## config.mk

```make
export PLATFORM = sky130hd
export DESIGN_NAME = sofl_ctrl
export DESIGN_NICKNAME = d
export VERILOG_FILES = /design/src/rtl/core/sofl_pkg.sv /design/src/rtl/core/sofl_ctrl.sv
export SDC_FILE = /design/constraint.sdc
export NUM_CORES = 1
export LEC_CHECK = 0
export ABC_AREA = 1
export BUFFER_PORTS_ARGS = -buffer_cell sky130_fd_sc_hd__clkbuf_2
export CAP_MARGIN = 20
export CORE_AREA = 2 2 39 41
export DETAILED_ROUTE_END_ITERATION = 8
export DIE_AREA = 0 0 41 43
export GPL_ROUTABILITY_DRIVEN = 0
export PLACE_DENSITY = 0.38
export RECOVER_POWER = 100
export SLEW_MARGIN = 20
export SYNTH_ARGS = -nofsm -noshare
export SYNTH_HDL_FRONTEND = slang
export SYNTH_SLANG_ARGS = --single-unit
```

## constraint.sdc

```tcl
create_clock -name clock -period 2.4 [get_ports clock]
set_clock_uncertainty 0.2 [all_clocks]
set_input_delay 0.12 -clock clock [delete_from_list [all_inputs] [get_ports clock]]
set_output_delay 0.12 -clock clock [all_outputs]
set_load 0.03 [all_outputs]
```

## src/rtl/core/sofl_pkg.sv

```systemverilog
package sofl_pkg;

   localparam int unsigned TABLE_DEPTH_DEF = 1024;
   localparam int unsigned DATA_W          = 64;
   localparam int unsigned STATUS_W        = 3;

   typedef enum logic [STATUS_W-1:0] {
      ST_APPENDED       = 3'd0,
      ST_NOT_INCREASING = 3'd1,
      ST_FULL           = 3'd2,
      ST_HIT            = 3'd3,
      ST_MISS           = 3'd4
   } status_type;

   typedef enum logic [1:0] {
      RSP_APPEND = 2'd0,
      RSP_HIT    = 2'd1,
      RSP_MISS   = 2'd2
   } rsp_sel_type;

   // Commands from the controller to the datapath.
   typedef struct packed {
      logic        capture;
      logic        probe;
      logic        fetch;
      logic        step;
      logic        rsp_load;
      rsp_sel_type rsp_sel;
   } dp_cmd_type;

   // Status from the datapath to the controller.
   typedef struct packed {
      logic search_open;
      logic lo_zero;
      logic out_free;
   } dp_sts_type;

endpackage

```

## src/rtl/core/sofl_ctrl.sv

```systemverilog
module sofl_ctrl (
   input  logic                clock,
   input  logic                reset,
   input  logic                req_valid,
   input  logic                req_action,
   output logic                req_ready,
   output sofl_pkg::dp_cmd_type cmd,
   input  sofl_pkg::dp_sts_type sts
);

   typedef enum logic [2:0] {
      S_IDLE,
      S_APPEND,
      S_SEARCH,
      S_CMP,
      S_HIT,
      S_MISS
   } state_type;

   state_type state_ff;
   state_type state_in;

   always_comb begin
      cmd       = '0;
      state_in  = state_ff;
      req_ready = (state_ff == S_IDLE);
      unique case (state_ff)
         S_IDLE: begin
            if (req_valid) begin
               cmd.capture = 1'b1;
               state_in    = req_action ? S_SEARCH : S_APPEND;
            end
         end
         S_APPEND: begin
            if (sts.out_free) begin
               cmd.rsp_load = 1'b1;
               cmd.rsp_sel  = sofl_pkg::RSP_APPEND;
               state_in     = S_IDLE;
            end
         end
         S_SEARCH: begin
            if (sts.search_open) begin
               cmd.probe = 1'b1;
               state_in  = S_CMP;
            end else if (sts.lo_zero) begin
               state_in = S_MISS;
            end else begin
               // The floor entry sits just below the first key above the query.
               cmd.fetch = 1'b1;
               state_in  = S_HIT;
            end
         end
         S_CMP: begin
            cmd.step = 1'b1;
            state_in = S_SEARCH;
         end
         S_HIT: begin
            if (sts.out_free) begin
               cmd.rsp_load = 1'b1;
               cmd.rsp_sel  = sofl_pkg::RSP_HIT;
               state_in     = S_IDLE;
            end
         end
         S_MISS: begin
            if (sts.out_free) begin
               cmd.rsp_load = 1'b1;
               cmd.rsp_sel  = sofl_pkg::RSP_MISS;
               state_in     = S_IDLE;
            end
         end
         default: begin
            state_in = S_IDLE;
         end
      endcase
   end

   always_ff @(posedge clock) begin
      if (reset) begin
         state_ff <= S_IDLE;
      end else begin
         state_ff <= state_in;
      end
   end

endmodule

```

==> results of run 1 <==
Yosys cell counts:
library cell / instances
a21oi_1: 1
dfxtp_1: 3
inv_1: 10
a21oi_2: 1
o21ai_0: 1
nand2_2: 3
or2_1: 1
buf_4: 1
nor4_1: 2
nor2_2: 2
nor2_1: 3
nor3_1: 2
nand2_1: 6
nand3_1: 5
per-layer routing:
| metal | up-vias | GRT usage |
|---|---|---|
| met5 | - | 0 |
| li1 | 166 | - |
| met4 | 0 | 0.06000 |
| met2 | 11 | 0.1094 |
| met1 | 116 | 0.1122 |
| met3 | 0 | 0.03141 |
power by group:
part | internal, uW | total, uW | switching (uW) | leakage (uW)
registers | 56.0 | 64.5 | 8.48 | 0.0000245
clock network | 62.3 | 87.6 | 25.3 | 0.0000150
logic | 27.9 | 92.5 | 64.6 | 0.000142
critical path: cells and delay by family, from the launching register on:
kind          cells  cell delay, ns
simple gates      4            0.66
buf+inv           1            0.31
flops             1            0.33
kinds of logic (layout without fill, tap and decap cells):
group	Yosys count	after routing
compound gates	3	3
simple gates	24	24
buf+inv	11	29
flops	3	3
cells in the final DEF (no fill, tap or decap):
cell / instances
or2_1: 1
dlygate4sd3_1: 1
dfxtp_1: 3
nand2_2: 2
nor2_1: 4
clkbuf_2: 6
nor4_1: 2
nor2_2: 1
nand3_1: 5
o21ai_0: 1
a21oi_1: 1
clkbuf_1: 9
a21oi_2: 1
inv_1: 10
clkbuf_4: 3
nand2_1: 7
nor3_1: 2
through the flow:
stage	cell area, um^2	util	setup slack (ns)
CTS	361.6	0.2613	0.6961
finish	346.6	0.2505	0.5436
global placement	325.3	0.2351	0.9376
global route	346.6	0.2505	0.3964
floorplan	242.7	-	0.6475
detailed placement	325.3	0.2351	0.9578
cell type report:
type                       count  area share
clock buffer                   4     0.07581
inverter                      10      0.1083
multi-input combinational     27      0.3827
sequential                     3      0.1733
tap                           16     0.05776
timing repair buffer          15      0.2022
final timing paths:
| path | from | to | slack, ns | depth (start not counted) |
|---|---|---|---|---|
| hold reg to reg | state_ff[2] | state_ff[2] | 0.29 | 2 |
| setup reg to reg | state_ff[1] | state_ff[0] | 1.11 | 6 |
| setup / recovery | state_ff[0] | cmd[4] | 0.54 | 5 |
| hold / removal | sts[2] | state_ff[2] | 0.02 | 3 |
timing repair:
action | 4_1_cts | 5_1_grt
resized for setup | 0 | 0
buffers inserted | 0 | 0
hold endpoints to repair | 3 | 0
hold buffers | 1 | 0
==> summary.md, run 1 <==
| Metric | Value |
|---|---|
| Worst-path clk slew | `0.04 ns` |
| Area Growth Syn to Fin | `42.78%` |
| FP Rows | `14` |
| Gr ovfl total | `0` |
| Leak | `0.0001811 uW` |
| Critical Path End Type | `output port` |
| Fin. max-slew vios | `0` |
| Number of synthesized register bits | `3` |
| Pwr dens | `705.6 nW/um^2` |
| DRT iter0 DRCs | `5` |
| Die width | `41 um` |
| Initial antenna violation count | `0` |
| Height of the die | `43 um` |
| Compound-Gate Fraction of Synth Area | `0.07732` |
| Synth warnings | `0` |
| Startpoint Class | `register` |
| DP HPWL | `492.6 um` |
| Max layer used | `met3` |
| Endpoints failing setup | `0` |
| Crit-path slowest cell | `dfxtp_1` |
| Top reg by flops | `state_ff` |
| Worst hold path class | `in2reg` |
| Cells after synthesis | `41` |
| Post-route non-filler standard cell count | `75` |
| CP cell instances | `nor2_1, nand2_2, or2_1, nor2_1, clkbuf_1` |
| Via count | `293` |
| Mux contribution to synthesized area | `0` |
| Min Tclk post-route | `1.856 ns` |
| Final period utilization | `0.7735` |
| Largest net degree at the start of global routing | `9` |
| CTS Buf Count | `3` |
| # H-tree levels | `1` |
| Placeable Area | `1384 um^2` |
| Worst Setup Path Type | `reg2out` |
| Critical Path AT | `1.54 ns` |
| Tot Pwr | `244.5 uW` |
| CTS sink count | `3` |
| Antenna cells | `0` |
| Seq. cell area | `60.06 um^2` |
| Status | `finished clean` |
| Final hold violation count | `0` |
| WHS | `0.02355 ns` |
| Met2 wire len | `244 um` |
| Router iterations before antenna repair | `2` |
| Vias in the first global route | `270` |
| DRC Markers | `0` |
| Max reg flops | `3` |
| CP max stage delay | `0.33 ns` |
| Critical Path RT | `2.08 ns` |
| Area contributors post-synth | `dfxtp_1 25%, inv_1 15%, nand3_1 10%, nand2_1 9.3%, nand2_2 7.7%` |
| Area leader, netlist | `dfxtp_1` |
| Starting Density | `0.1754` |
| Number of port buffers | `14` |
| Sequential area share after synthesis | `0.2474` |
| Routed Wire Length | `602 um` |
| Post-Syn Area | `242.7 um^2` |
| Main combinational cell family by area after synthesis | `simple AND/OR/NAND/NOR gates` |
| Max-Cap Viols | `0` |
| Post-DR wirelength/cell | `8.027 um` |
| Synth Area in Simple Gates | `0.4897` |
| Syn nets | `48` |
| First-pass GRT wire length | `1000 um` |
| Met1 wire length | `290 um` |
| Clk root buf | `clkbuf_4` |
| RSZ-0062 raised after global routing | `no` |
| Distinct cells, synth | `14` |
| Final-layout fill cell count | `168` |
| Setup TNS | `0 ns` |
| Placed Cells | `70` |
| Adder-cell share of the synthesized area | `0` |
| Area of the multi-input gates | `132.6 um^2` |
| Via/cell ratio | `3.907` |
| Clk buf depth | `2` |
| Die area | `1763 um^2` |
| Routed Antenna Nets | `0` |
| Worst Path Max Fanout | `5` |
| CP most frequent cell | `nor2_1` |
| IO Pins | `15` |
| Xor-xnor portion of the synthesized cell area | `0` |
| Gr usage total | `0.08526` |
| # nets final | `67` |
| Avg Synthesized Cell Area | `5.920 um^2` |
| Peak Freq | `0.5387 GHz` |
| Post-synth top area share | `0.2474` |
| Slew @ Worst Pin | `0.3727 ns` |
| Met3 WL | `67 um` |
| Layout cells sized above 1 | `0.2203` |
| Worst VDD drop | `0.1913 mV` |
| Max-slew headroom | `0.7526` |
| CTS tree | `done` |
| Largest regs | `state_ff: 3 flops` |
| Worst skew pair latency | `0.23 ns` |
Power figures use the tool's default switching activity.
==> inputs of run 2 (changes only) <==
==> constraint.sdc (replaced) <==
create_clock -name clock -period 1.8 [get_ports clock]
set_clock_uncertainty 0.2 [all_clocks]
set_input_delay 0.09 -clock clock [delete_from_list [all_inputs] [get_ports clock]]
set_output_delay 0.09 -clock clock [all_outputs]
set_load 0.03 [all_outputs]
==> summary.md, run 2 (synthesis gave the netlist of run 1 again) <==
| Metric | Value |
|---|---|
| Status | `finished, violations left` |
| Failing checks | `hold timing` |
| Cts repair resizes | `0` |
| Setup TNS | `0 ns` |
| P_sw | `133.6 uW` |
| First-pass GRT wire length | `924 um` |
| Final Core Density | `0.2532` |
| Layout cells sized above 1 | `0.2542` |
| Worst skew pair latency | `0.23 ns` |
| Startpoint Class | `register` |
| Clk root buf | `clkbuf_4` |
| CTS sink count | `3` |
| Post-DR wirelength/cell | `8.227 um` |
| DP Worst Slack | `0.3705 ns` |
| Peak Freq | `0.6001 GHz` |
| Clk buf depth | `2` |
| Gr usage total | `0.08016` |
| Worst-path clk slew | `0.04 ns` |
| Endpoints failing setup | `0` |
| CTS Buf Count | `3` |
| Min Tclk post-route | `1.666 ns` |
| Sw frac | `0.4056` |
| Worst Path Max Fanout | `5` |
| DRT iter0 DRCs | `12` |
| Final period utilization | `0.9258` |
| Share of power burned in combinational logic | `0.380` |
| Number of port buffers | `14` |
| Placeable Area | `1384 um^2` |
| CTS tree | `done` |
| Height of the die | `43 um` |
| Most frequent cells in the layout | `10 x inv_1, 8 x clkbuf_1, 7 x nand2_1, 7 x clkbuf_2, 5 x nand3_1` |
| RSZ-0062 raised after global routing | `no` |
| Placed Cells | `70` |
| Leak | `0.0001853 uW` |
| # H-tree levels | `1` |
| DP HPWL | `486.1 um` |
| Max-slew headroom | `0.7564` |
| IO Pins | `15` |
| DRC Markers | `0` |
| Area Growth Syn to Fin | `44.33%` |
| Routed Antenna Nets | `0` |
| Starting Density | `0.1754` |
| Gr ovfl total | `0` |
| Worst Setup Path Type | `reg2out` |
| Critical Path RT | `1.51 ns` |
| Max-Cap Viols | `0` |
| Largest net degree at the start of global routing | `9` |
| WHS | `-0.002896 ns` |
| Top reg by flops | `state_ff` |
| Via/cell ratio | `3.920` |
| Post-route non-filler standard cell count | `75` |
| Reg power frac | `0.267` |
| Worst VDD drop | `0.2028 mV` |
| Max reg flops | `3` |
| Worst hold path class | `in2reg` |
| Routed Wire Length | `617 um` |
| Via count | `294` |
| Antenna cells | `0` |
| # nets final | `67` |
| Worst setup margin | `0.1336 ns` |
| Critical Path End Type | `output port` |
| Critical Path AT | `1.38 ns` |
| Initial antenna violation count | `0` |
| Vias in the first global route | `264` |
| Int Pwr | `195.7 uW` |
| Router iterations before antenna repair | `4` |
| Die area | `1763 um^2` |
| Pwr dens | `939.9 nW/um^2` |
| Clock share of power | `0.353` |
| Slew @ Worst Pin | `0.3670 ns` |
| Largest regs | `state_ff: 3 flops` |
| Die width | `41 um` |
| FP Rows | `14` |
| Fin. max-slew vios | `0` |
| Commonest non-fill, non-tap cell in the layout | `inv_1` |
| Final hold violation count | `1` |
-- run 2: repair_timing --
item / 4_1_cts / 5_1_grt
buffers inserted: 0 / 0
endpoints found under the setup margin: 0 / 0
endpoints found under the hold margin: 3 / 0
hold buffers: 1 / 0
-- run 2: final timing paths --
| kind | end | depth (start not counted) | from | slack [ns] |
|---|---|---|---|---|
| setup / recovery | cmd[4] | 5 | state_ff[0] | 0.13 |
| hold / removal | state_ff[2] | 3 | sts[2] | -0.003 |
| setup reg to reg | state_ff[0] | 6 | state_ff[1] | 0.47 |
| hold reg to reg | state_ff[2] | 2 | state_ff[2] | 0.30 |
-- run 2: per-layer routing --
metal  global-route usage  share of wire
met5                    0              0
met4              0.08000              0
met3              0.03141           0.11
met2               0.1125           0.41
met1              0.08307           0.48
-- run 2: worst max-delay path, cell delays in order (launching register included) --
cell	delay, ns
dfxtp_1	0.34
nor2_2	0.18
nand2_2	0.08
or2_1	0.24
nor2_1	0.10
clkbuf_2	0.21
-- run 2: area by class of cell --
class                   count  area, um^2
multi-input cells          27       135.1
fillers                   162        1033
flip-flops and latches      3       60.06
inverters                  10       37.54
well taps                  16       20.02
clock buffers               4       26.28
repair buffers             15       71.32
-- run 2: power groups by stage --
stage	combinational, uW	clock (uW)	sequential [uW]
floorplan	105	0	81.0
global placement	131	0	88.9
detailed placement	130	0	88.6
CTS	132	120	88.0
global route	139	131	89.0
finish	125	116	88.0
-- run 2: stage by stage --
stage                     power, uW  cell area, um^2
after global routing          359.1            350.3
after global placement        219.9            325.3
final                         329.3            350.3
after detailed placement      219.1            325.3
after CTS                     340.1            361.6
after floorplan               186.4            242.7
